==> config.mk <==
export PLATFORM = sky130hd
export DESIGN_NAME = imr_cell
export DESIGN_NICKNAME = d
export VERILOG_FILES = /design/src/imr_pkg.sv /design/src/imr_cell.sv
export SDC_FILE = /design/constraint.sdc
export NUM_CORES = 1
export LEC_CHECK = 0
export ABC_AREA = 1
export BUFFER_PORTS_ARGS = -buffer_cell sky130_fd_sc_hd__buf_2
export CAP_MARGIN = 40
export CORE_MARGIN = 8
export CORE_UTILIZATION = 40
export CTS_BUF_LIST = sky130_fd_sc_hd__clkbuf_2
export DETAILED_ROUTE_END_ITERATION = 8
export HOLD_SLACK_MARGIN = 0.05
export PLACE_DENSITY = 0.78
export SETUP_SLACK_MARGIN = 0.05
export SLEW_MARGIN = 30
export SYNTH_ARGS = -nofsm -noshare
export SYNTH_HDL_FRONTEND = slang
export SYNTH_SLANG_ARGS = --single-unit
==> constraint.sdc <==
create_clock -name clk -period 1.52 [get_ports clk]
set_input_delay 0.304 -clock clk [delete_from_list [all_inputs] [get_ports clk]]
set_output_delay 0.304 -clock clk [all_outputs]
set_load 0.05 [all_outputs]
==> src/imr_pkg.sv <==
// ----------------------------------------------------------------------------
// imr_pkg: shared types and constants of the interval map
// Beat payloads, the cell command and the fixed field widths.
// ----------------------------------------------------------------------------
package imr_pkg;

  localparam int KEY_W       = 32;
  localparam int VAL_W       = 8;
  localparam int COUNT_W     = 7;
  localparam int DEPTH_DEF   = 64;

  localparam logic MODE_ASSIGN = 1'b0;
  localparam logic MODE_LOOKUP = 1'b1;

  localparam logic [2:0] OP_HOLD = 3'd0;
  localparam logic [2:0] OP_CMP  = 3'd1;
  localparam logic [2:0] OP_SHL  = 3'd2;
  localparam logic [2:0] OP_SHR  = 3'd3;
  localparam logic [2:0] OP_CLR  = 3'd4;

  typedef struct packed {
    logic             mode;
    logic [KEY_W-1:0] range_begin;
    logic [KEY_W-1:0] range_end;
    logic [VAL_W-1:0] new_value;
  } in_t;

  typedef struct packed {
    logic [VAL_W-1:0]   found_value;
    logic               table_full;
    logic [COUNT_W-1:0] entry_count;
  } out_t;

  typedef struct packed {
    logic [2:0] op;
    logic       ins_here;
  } ctl_t;

endpackage

==> src/imr_cell.sv <==
// ----------------------------------------------------------------------------
// imr_cell: one breakpoint slot of the table
// Holds a key, a value and a valid bit, compares them against the item keys
// and moves its entry to or from its neighbors on shift commands.
// ----------------------------------------------------------------------------
module imr_cell import imr_pkg::*; #(
  parameter int IDX = 0,
  parameter int PW  = 7
) (
  input  logic             clk,
  input  logic             rst,
  input  ctl_t             ctl,
  input  logic [PW-1:0]    pos,
  input  logic [VAL_W-1:0] base,
  input  logic [KEY_W-1:0] kb,
  input  logic [KEY_W-1:0] ke,
  input  logic [KEY_W-1:0] l_key,
  input  logic [VAL_W-1:0] l_val,
  input  logic             l_vld,
  input  logic [KEY_W-1:0] r_key,
  input  logic [VAL_W-1:0] r_val,
  input  logic             r_vld,
  input  logic [KEY_W-1:0] ins_key,
  input  logic [VAL_W-1:0] ins_val,
  output logic [KEY_W-1:0] key,
  output logic [VAL_W-1:0] val,
  output logic             vld,
  output logic             lt,
  output logic             le
);

  localparam logic [PW-1:0] MY = PW'(IDX);

  always_ff @(posedge clk) begin
    if (rst) begin
      vld <= (IDX == 0);
      key <= '0;
      val <= '0;
      lt  <= 1'b0;
      le  <= 1'b0;
    end else begin
      case (ctl.op)
        OP_CMP: begin
          lt <= vld && (key < kb);
          le <= vld && (key <= ke);
        end
        OP_SHL: begin
          if (MY >= pos) begin
            key <= r_key;
            val <= r_val;
            vld <= r_vld;
          end
        end
        OP_SHR: begin
          if (ctl.ins_here && MY == pos) begin
            key <= ins_key;
            val <= ins_val;
            vld <= 1'b1;
          end else if (ctl.ins_here && MY > pos) begin
            key <= l_key;
            val <= l_val;
            vld <= l_vld;
          end
        end
        OP_CLR: begin
          vld <= (IDX == 0);
          key <= '0;
          val <= base;
        end
        default: begin
        end
      endcase
    end
  end

endmodule
==> impl_metrics.yaml, run 1 <==
flow_run:
  cap_viol_max_count: 0
worst_setup_path:
  r2r-start: "key[23]$_SDFFE_PP0P_"
  crit_fanout: 3
  crit_path_max_incr_delay_ns: 0.40
  ff2ff_setup_slack_ns: -0.06
  crit_chain: "ha_1, nand2_2, nor4_4, nand4_1, nand2_1, nand2_1, a21oi_1"
  critPathLaunch: "key[23]$_SDFFE_PP0P_"
  cp-start-kind: "flop"
  cp-end-kind: "flop"
  r2r_cells: 7
  crit_type: "reg2reg"
  crit_top_cell: "nand2_1"
  worstPathArrival_ns: 1.97
  r2r-end: "le$_SDFFE_PP0N_"
  cpMaxStageDelayCell: "dfxtp_4"
  worstPathRequired_ns: 1.90
synth:
  synth_top_area_share_pct: 20.8
  ys_seq_area_share_pct: 20.8
  async_reset_ff_share_pct: 0
  synth_ff_type: "dfxtp_1"
  syn_area_um2: 4140
  syn_area_per_cell_um2: 6.14
  netlist.top_cell.by_area: "dfxtp_1"
  synth.area.top_cells: "dfxtp_1 (21%), ha_1 (19%), nand2_1 (17%), nor2_1 (9.6%), a21oi_1 (7.9%)"
  synth.most_common_cell: "nand2_1"
  syn-num-nets: 944
  synth-seq-cells: 43
  yosys-top-cells-count: "nand2_1 (185), nor2_1 (106), inv_1 (80), a21oi_1 (65), ha_1 (63)"
  synth_edf_count: 0
  yosysUniqueCellTypes: 29
  synthCells: 674
  ys_warn_count: 0
detailed_routing:
  num_vias: 5188
  drt-pass1-iter-count: 4
  ant_nets: 0
  drc: 0
  wirelength_um: 15900
  drtIter0Drc: 176
  viasPerCell: 4.72
  wl_per_cell_um: 14.4
clocking:
  clkLatencyLatePin_ns: 0.42
  htreeDepth: 2
  clkTransAtPathRegs_ns: 0.25
  cts_tree: "yes"
  cts_buffer_depth: 2
  clock-sinks: 43
  root_buffer: "clkbuf_2"
  numCtsBuffers: 5
global_route:
  grt_pass1_vias: 5274
  grt_max_degree: 40
  grt_usage_pct: 21.4
  antenna_found_initial: 2
  overflow: 0
  grt_pass1_wl_um: 24800
sta:
  fin_skew_ns: 0.0245
  fmax_mhz: 632
  slew_viol_final: 0
  hold_viol_final: 0
  rsz0062_at_grt: "true"
  worst_pin_slew_ns: 0.283
  min_period_ns: 1.58
  hold_slack_ns: 0.129
  setup-violations-final: 2
  fin_ws_ns: -0.0635
  final.period_utilization_pct: 104
  setup_tns_ns: -0.0994
  slew-limit-headroom_pct: 81.2
layout:
  num_antenna_cells: 0
  layout-drive-gt1-share_pct: 41.9
  post-route-util_pct: 64.9
  finalNetCount: 1231
  area_growth_pct: 59.9
power:
  p_sw_share_pct: 41.3
  p_seq_share_pct: 35.5
  ir_worst_vdd_mv: 0.302
  pwr-share-clk_pct: 14.1
  p_comb_share_pct: 50.4
  total_leakage_power_uw: 0.00376
  powerDensity_nw_per_um2: 554
  p_sw_uw: 1510
  internal_power_uw: 2150
  power_uw: 3660
worst_hold_path:
  hold_end: "vld$_SDFFE_PP1P_"
  min-delay-start: "r_vld"
  hold_class: "in2reg"
  holdPathStages: 3
die:
  core.rowCount: 37
  core_region_area_um2: 10200
  chipHeight_um: 118
  dieArea_um2: 13800
  die_w_um: 118
  start_util_pct: 40.6
  io-pin-count: 250
placed_design:
  io_buffer_count: 248
  gp_congestion: 0.832
  place_hpwl_um: 12700
  place_ws_ns: -0.387
run_status:
  status: "complete, but fails checks"
  violations: "negative setup slack"
cells in the final DEF, fill, tap and decap left out, types with 3 or more instances in the layout:
master and n:
buf_4 50, dfxtp_4 19, clkbuf_2 6, nand2_4 4, buf_2 223, ha_4 21, o21ai_1 28, nand4_1 6
nor2_4 3, o21ai_0 29, buf_8 5, nor2_1 102, nor3_2 4, ha_1 42, a22o_1 8, inv_1 80
buf_6 15, clkbuf_4 7, a21oi_1 57, a21oi_2 8, nand2_1 175, o21a_1 3, dfxtp_1 11, nand2_2 8
dfxtp_2 13, buf_12 7, nor3_1 10
per-stage QoR:
stage | cells | area, µm²
2_1_floorplan | 674 | 4250
3_3_place_gp | 1077 | 5930
3_5_place_dp | 1077 | 5930
4_1_cts | 1095 | 6280
5_1_grt | 1098 | 6610
6_report | 1098 | 6610
sequential cells by signal, indices dropped and copies added (netlist names):
| name | cells |
|---|---|
| le | 1 |
| val | 8 |
| lt | 1 |
| key | 32 |
| vld | 1 |
layer usage:
layer  wire length, µm  track usage, %
met5                21               0
met4               125            3.52
met2              7800            38.0
met3               956            5.85
met1              6960            25.3
repair_timing:
action                                  in CTS  in global routing
buffers inserted                             9                  3
hold buffers                                 1                  0
gates resized for setup                     51                 63
pin swaps                                   16                 19
endpoints found under the hold margin        2                  0
endpoints found under the setup margin      10                 20
area by class of cell:
type | instances | area, µm²
fillers | 991 | 3570
multi-input cells | 521 | 3210
repair buffers | 308 | 1940
flip-flops and latches | 43 | 948
inverters | 82 | 308
well taps | 136 | 170
clock buffers | 6 | 30.0
clock inverters | 2 | 8.76
worst max-delay path, delay by kind of cell, from the launching register on:
family          cells  cell delay (ns)
compound gates      1             0.12
fa+ha+maj           1             0.30
flops               1             0.40
simple gates        5             0.73
power groups by stage:
| stage | combinational, µW | sequential [µW] | clock, µW |
|---|---|---|---|
| after floorplan | 636 | 1630 | 0 |
| after global placement | 1530 | 1320 | 0 |
| after CTS | 1710 | 1290 | 537 |
| final | 1850 | 1300 | 516 |
| after global routing | 2040 | 1310 | 568 |
| after detailed placement | 1560 | 1320 | 0 |
cells by family (layout without fill, tap and decap cells):
logic type / after synthesis / after routing / synth area share (%)
and+or+nand+nor: 321 / 321 / 30.9
AOI/OAI and AO/OA: 137 / 137 / 17.7
buffers and inverters: 110 / 398 / 11.5
adders and majority gates: 63 / 63 / 19.1
DFF: 43 / 43 / 20.8
worst max path at each step:
stage | slack [ns] | end
2_1_floorplan | 0.03 | key[10]$_SDFFE_PP0P_
3_3_place_gp | -0.36 | le$_SDFFE_PP0N_
5_1_grt | -0.19 | le$_SDFFE_PP0N_
3_5_place_dp | -0.39 | le$_SDFFE_PP0N_
4_1_cts | -0.16 | le$_SDFFE_PP0N_
6_report | -0.06 | le$_SDFFE_PP0N_
Power figures use the tool's default switching activity.
==> inputs of run 2 (changes only) <==
--- a/config.mk
+++ b/config.mk
@@ -13,7 +13,7 @@
 export CTS_BUF_LIST = sky130_fd_sc_hd__clkbuf_2
 export DETAILED_ROUTE_END_ITERATION = 8
 export HOLD_SLACK_MARGIN = 0.05
-export PLACE_DENSITY = 0.78
+export PLACE_DENSITY = 0.76
 export SETUP_SLACK_MARGIN = 0.05
 export SLEW_MARGIN = 30
 export SYNTH_ARGS = -nofsm -noshare
==> run 2 against run 1 <==
  * The flow still finishes with violations (negative setup slack)
  * Final cell count grew 0.27%
  * Critical path depth is the same
  * Sequential power is essentially flat
  * Final area shrank 1.6%
  * Sequential share of layout area grew 0.24 points
  * Clock-buffer cell count shrank 1
  * Maximum frequency shrank 2.6%
  * Worst setup slack lost 0.042 ns
  * Die area is the same
  * Global-route usage shrank 0.36 points
  * Largest power group unchanged
==> impl_metrics.yaml, run 2 (synthesis results as in run 1) <==
detailed_routing:
  drc: 0
  ant_nets: 0
  num_vias: 5173
  viasPerCell: 4.70
  wl_per_cell_um: 13.9
  wirelength_um: 15400
  drtIter0Drc: 233
  drt-pass1-iter-count: 4
flow_run:
  cap_viol_max_count: 0
layout:
  finalNetCount: 1232
  largest_reg_flops: 32
  area_growth_pct: 57.3
  reg_top3: "key x32, val x8"
  post-route-util_pct: 63.9
  final_common_cell: "buf_2"
  stdcell_area_um2: 6500
  top_register: "key"
  final_cell_mix: "buf_2 (225), nand2_1 (176), nor2_1 (103)"
  layout-drive-gt1-share_pct: 40.4
  final_cells: 1101
die:
  core.rowCount: 37
  start_util_pct: 40.6
  die_w_um: 118
  dieArea_um2: 13800
  core_region_area_um2: 10200
  chipHeight_um: 118
  io-pin-count: 250
power:
  ir_worst_vdd_mv: 0.313
  total_leakage_power_uw: 0.00376
  powerDensity_nw_per_um2: 552
placed_design:
  placed_cells: 1075
  io_buffer_count: 248
  placed_cell_area_um2: 5900
  gp_congestion: 0.817
  place_hpwl_um: 12600
clocking:
  cts_buffer_depth: 2
  clkTransAtPathRegs_ns: 0.24
  clock-sinks: 43
  clkLatencyLatePin_ns: 0.41
  htreeDepth: 2
  root_buffer: "clkbuf_2"
  cts_tree: "yes"
  numCtsBuffers: 5
sta:
  rsz0062_at_grt: "true"
  hold_slack_ns: 0.141
  setup-violations-final: 2
  min_period_ns: 1.63
  worst_pin_slew_ns: 0.335
  slew-limit-headroom_pct: 77.5
  fmax_mhz: 615
  slew_viol_final: 0
  final.period_utilization_pct: 107
  fin_ws_ns: -0.105
  hold_viol_final: 0
  fin_skew_ns: 0.0129
  setup_tns_ns: -0.131
run_status:
  status: "complete, but fails checks"
  violations: "negative setup slack"
worst_setup_path:
  cp-end-kind: "flop"
  crit_fanout: 3
  worstPathArrival_ns: 1.99
  worstPathRequired_ns: 1.89
  cp-start-kind: "flop"
  crit_type: "reg2reg"
global_route:
  grt_pass1_vias: 5152
  grt_max_degree: 39
  overflow: 0
  antenna_found_initial: 2
  grt_pass1_wl_um: 24300
  grt_usage_pct: 21.0
worst_hold_path:
  hold_class: "in2reg"
-- run 2: cell count changes in the layout (fill, tap and decap cells not counted), moves of 2 or more --
cell,change
ha_4,-8
buf_6,+2
clkbuf_4,-4
o21ai_1,-2
diode_2,+2
buf_2,+2
a21oi_1,+3
buf_8,+3
ha_1,+8
a21oi_2,-3
o21ai_0,+2
buf_12,-2
-- run 2: metrics by stage --
| step | total power [µW] | worst slack [ns] |
|---|---|---|
| 2_1_floorplan | 2260 | 0.0337 |
| 3_3_place_gp | 2850 | -0.300 |
| 3_5_place_dp | 2880 | -0.362 |
| 4_1_cts | 3500 | -0.190 |
| 5_1_grt | 3870 | -0.183 |
| 6_report | 3590 | -0.105 |
-- run 2: worst paths after layout --
path	from	to	slack [ns]	cells past startpoint
worst min-delay path	r_vld	vld$_SDFFE_PP1P_	0.14	3
worst max register to register	key[19]$_SDFFE_PP0P_	le$_SDFFE_PP0N_	-0.11	7
worst min register to register	lt$_SDFFE_PP0N_	lt$_SDFFE_PP0N_	0.48	2
worst max-delay path	key[19]$_SDFFE_PP0P_	le$_SDFFE_PP0N_	-0.11	7
-- run 2: layout make-up --
type                            instances  area, µm²
Fill cell                             979       3680
Inverter                               82        308
Clock inverter                          3       15.0
Clock buffer                            5       25.0
Antenna cell                            2       5.00
Timing Repair Buffer                  309       1950
Multi-Input combinational cell        521       3090
Tap cell                              136        170
Sequential cell                        43        948
-- run 2: power by group --
part,switching [µW],internal [µW]
Sequential,78.0,1220
Combinational,1000,794
Clock,394,103
-- run 2: routing by layer --
metal | GRT usage, % | wire length (µm) | up-vias
met2 | 38.0 | 7690 | 171
met3 | 4.75 | 997 | 14
met5 | 0 | 13 | -
li1 | - | - | 2752
met4 | 4.64 | 185 | 2
met1 | 24.6 | 6470 | 2234
-- run 2: timing repair --
item / in CTS / in global routing
setup buffers: 8 / 7
hold buffers: 1 / 0
hold endpoints to repair: 2 / 0
endpoints found under the setup margin: 13 / 19
pin swaps: 16 / 18
gates resized for setup: 45 / 58
-- run 2: worst max-delay path, stage by stage (launching register included) --
cell and delay (ns):
dfxtp_4 0.40, ha_1 0.31, nand4_1 0.15, nor4_4 0.30, nand4_1 0.14, nand2_1 0.11
nand2_1 0.05, a21oi_1 0.12
==> inputs of run 3 (changes only) <==
--- a/config.mk
+++ b/config.mk
@@ -8,7 +8,6 @@
 export ABC_AREA = 1
 export BUFFER_PORTS_ARGS = -buffer_cell sky130_fd_sc_hd__buf_2
 export CAP_MARGIN = 40
-export CORE_MARGIN = 8
 export CORE_UTILIZATION = 40
 export CTS_BUF_LIST = sky130_fd_sc_hd__clkbuf_2
 export DETAILED_ROUTE_END_ITERATION = 8
==> run 3 against run 2 <==
  * The flow still finishes with violations (negative setup slack)
  * Clock power down 2%
  * Critical endpoint unchanged
  * Routed wire length down 8.8%
  * Largest cell class unchanged
  * Core utilization up 2.2 points
  * Sequential share of layout area shrank 0.14 points
  * Clock skew grew 0.0011 ns
  * Sequential power barely moved
  * Critical path depth did not move
  * Non-clock buffer count down 5
  * Maximum frequency up 1.1%
  * Clock-buffer cell count up 1
  * Total power increased by 0.40%
==> impl_metrics.yaml, run 3 (synthesis results as in run 1) <==
run_status:
  status: "complete, but fails checks"
  violations: "negative setup slack"
detailed_routing:
  drtIter0Drc: 222
  ant_nets: 0
  viasPerCell: 4.80
  num_vias: 5233
  drc: 0
  wl_per_cell_um: 12.8
  drt-pass1-iter-count: 5
  wirelength_um: 14000
worst_setup_path:
  worstPathRequired_ns: 1.87
  cpMaxStageDelayCell: "dfxtp_4"
  crit_top_cell: "nand2_1"
  r2r-start: "key[23]$_SDFFE_PP0P_"
  crit_fanout: 4
  critPathLaunch: "key[23]$_SDFFE_PP0P_"
  crit_path_max_incr_delay_ns: 0.40
  cp_top_family: "simple AND/OR/NAND/NOR gates"
  crit_chain: "ha_1, nand2_2, nor4_4, nand4_1, nand2_1, nand2_1, a21oi_2"
  cp-end-kind: "flop"
  cp-start-kind: "flop"
  worstPathArrival_ns: 1.96
  cp.buffers_inverters: 0
  crit_type: "reg2reg"
sta:
  min_period_ns: 1.61
  fmax_mhz: 622
  worst_pin_slew_ns: 0.291
  slew_viol_final: 0
  final.period_utilization_pct: 106
  hold_viol_final: 0
  rsz0062_at_grt: "true"
  fin_skew_ns: 0.0140
  setup-violations-final: 2
  setup_tns_ns: -0.158
  fin_ws_ns: -0.0882
  slew-limit-headroom_pct: 80.5
clocking:
  root_buffer: "clkbuf_2"
  cts_buffer_depth: 2
  clock-sinks: 43
  numCtsBuffers: 5
  clkLatencyLatePin_ns: 0.39
  htreeDepth: 2
  clkTransAtPathRegs_ns: 0.22
  cts_tree: "yes"
worst_hold_path:
  min-delay-start: "r_vld"
  hold_class: "in2reg"
placed_design:
  gp_congestion: 0.873
  place_ws_ns: -0.340
  io_buffer_count: 248
  place_hpwl_um: 10800
  placed_cells: 1070
layout:
  reg_top3: "key x32, val x8"
  final_cell_mix: "buf_2 (224), nand2_1 (169), nor2_1 (103)"
  final_cells: 1091
  largest_reg_flops: 32
  top_register: "key"
  finalNetCount: 1227
  final_common_cell: "buf_2"
  num_antenna_cells: 0
  fill_cells: 951
  area_growth_pct: 58.4
  layout-drive-gt1-share_pct: 41.9
  post-route-util_pct: 66.1
die:
  core_region_area_um2: 9910
  io-pin-count: 250
  core.rowCount: 36
  die_w_um: 104
  chipHeight_um: 104
  start_util_pct: 41.7
  dieArea_um2: 10700
power:
  ir_worst_vdd_mv: 0.256
  pwr-share-clk_pct: 13.6
  internal_power_uw: 2130
  power_uw: 3610
  p_seq_share_pct: 36.0
  p_sw_uw: 1470
  p_comb_share_pct: 50.4
  p_sw_share_pct: 40.9
  powerDensity_nw_per_um2: 551
  total_leakage_power_uw: 0.00373
global_route:
  grt_usage_pct: 25.2
  overflow: 0
  antenna_found_initial: 0
  grt_pass1_vias: 5096
  grt_pass1_wl_um: 22500
  grt_max_degree: 42
flow_run:
  cap_viol_max_count: 0
[run 3: final cells by class]
class                   instances  area [µm²]  share of cell area, %
clock buffers                   6        30.0                  0.458
inverters                      82         308                   4.70
well taps                     133         166                   2.54
multi-input cells             521        3180                   48.5
flip-flops and latches         43         946                   14.4
repair buffers                304        1920                   29.2
clock inverters                 2        7.51                  0.115
[run 3: power groups by stage]
| stage | sequential, µW | clock, µW | combinational (µW) |
|---|---|---|---|
| after global placement | 1320 | 0 | 1520 |
| after floorplan | 1630 | 0 | 636 |
| after CTS | 1300 | 511 | 1640 |
| final | 1300 | 489 | 1820 |
| after global routing | 1310 | 568 | 2020 |
| after detailed placement | 1320 | 0 | 1540 |
[run 3: stage by stage]
step	cell area (µm²)	hold WS, ns
final	6550	0.184
after global routing	6550	0.167
after CTS	6150	0.151
after detailed placement	5890	0.456
after global placement	5890	0.451
after floorplan	4250	0.373
[run 3: path summary, 6_finish.rpt]
| path | slack [ns] | endpoint | depth (start not counted) |
|---|---|---|---|
| worst max-delay path | -0.09 | le$_SDFFE_PP0N_ | 7 |
| worst min-delay path | 0.18 | vld$_SDFFE_PP1P_ | 3 |
| worst max register to register | -0.09 | le$_SDFFE_PP0N_ | 7 |
| worst min register to register | 0.48 | lt$_SDFFE_PP0N_ | 2 |
[run 3: worst register-to-register path, cell delays in order (launching register included)]
cell and delay [ns]:
dfxtp_4 0.40, ha_1 0.32, nand2_2 0.10, nor4_4 0.34
nand4_1 0.15, nand2_1 0.10, nand2_1 0.06, a21oi_2 0.11
[run 3: timing repair]
action	CTS	global route
pin swaps	11	25
resized for setup	37	82
hold endpoints to repair	2	0
endpoints found under the setup margin	13	23
hold buffers	1	0
gates cloned	0	0
setup buffers	5	7
[run 3: per-layer routing]
| metal | track usage [%] | routed length [µm] | share of wire [%] |
|---|---|---|---|
| met5 | 0 | 0 | 0 |
| met4 | 6.22 | 206 | 1.5 |
| met3 | 4.22 | 902 | 6.4 |
| met2 | 46.0 | 6940 | 50 |
| met1 | 30.7 | 5950 | 42 |
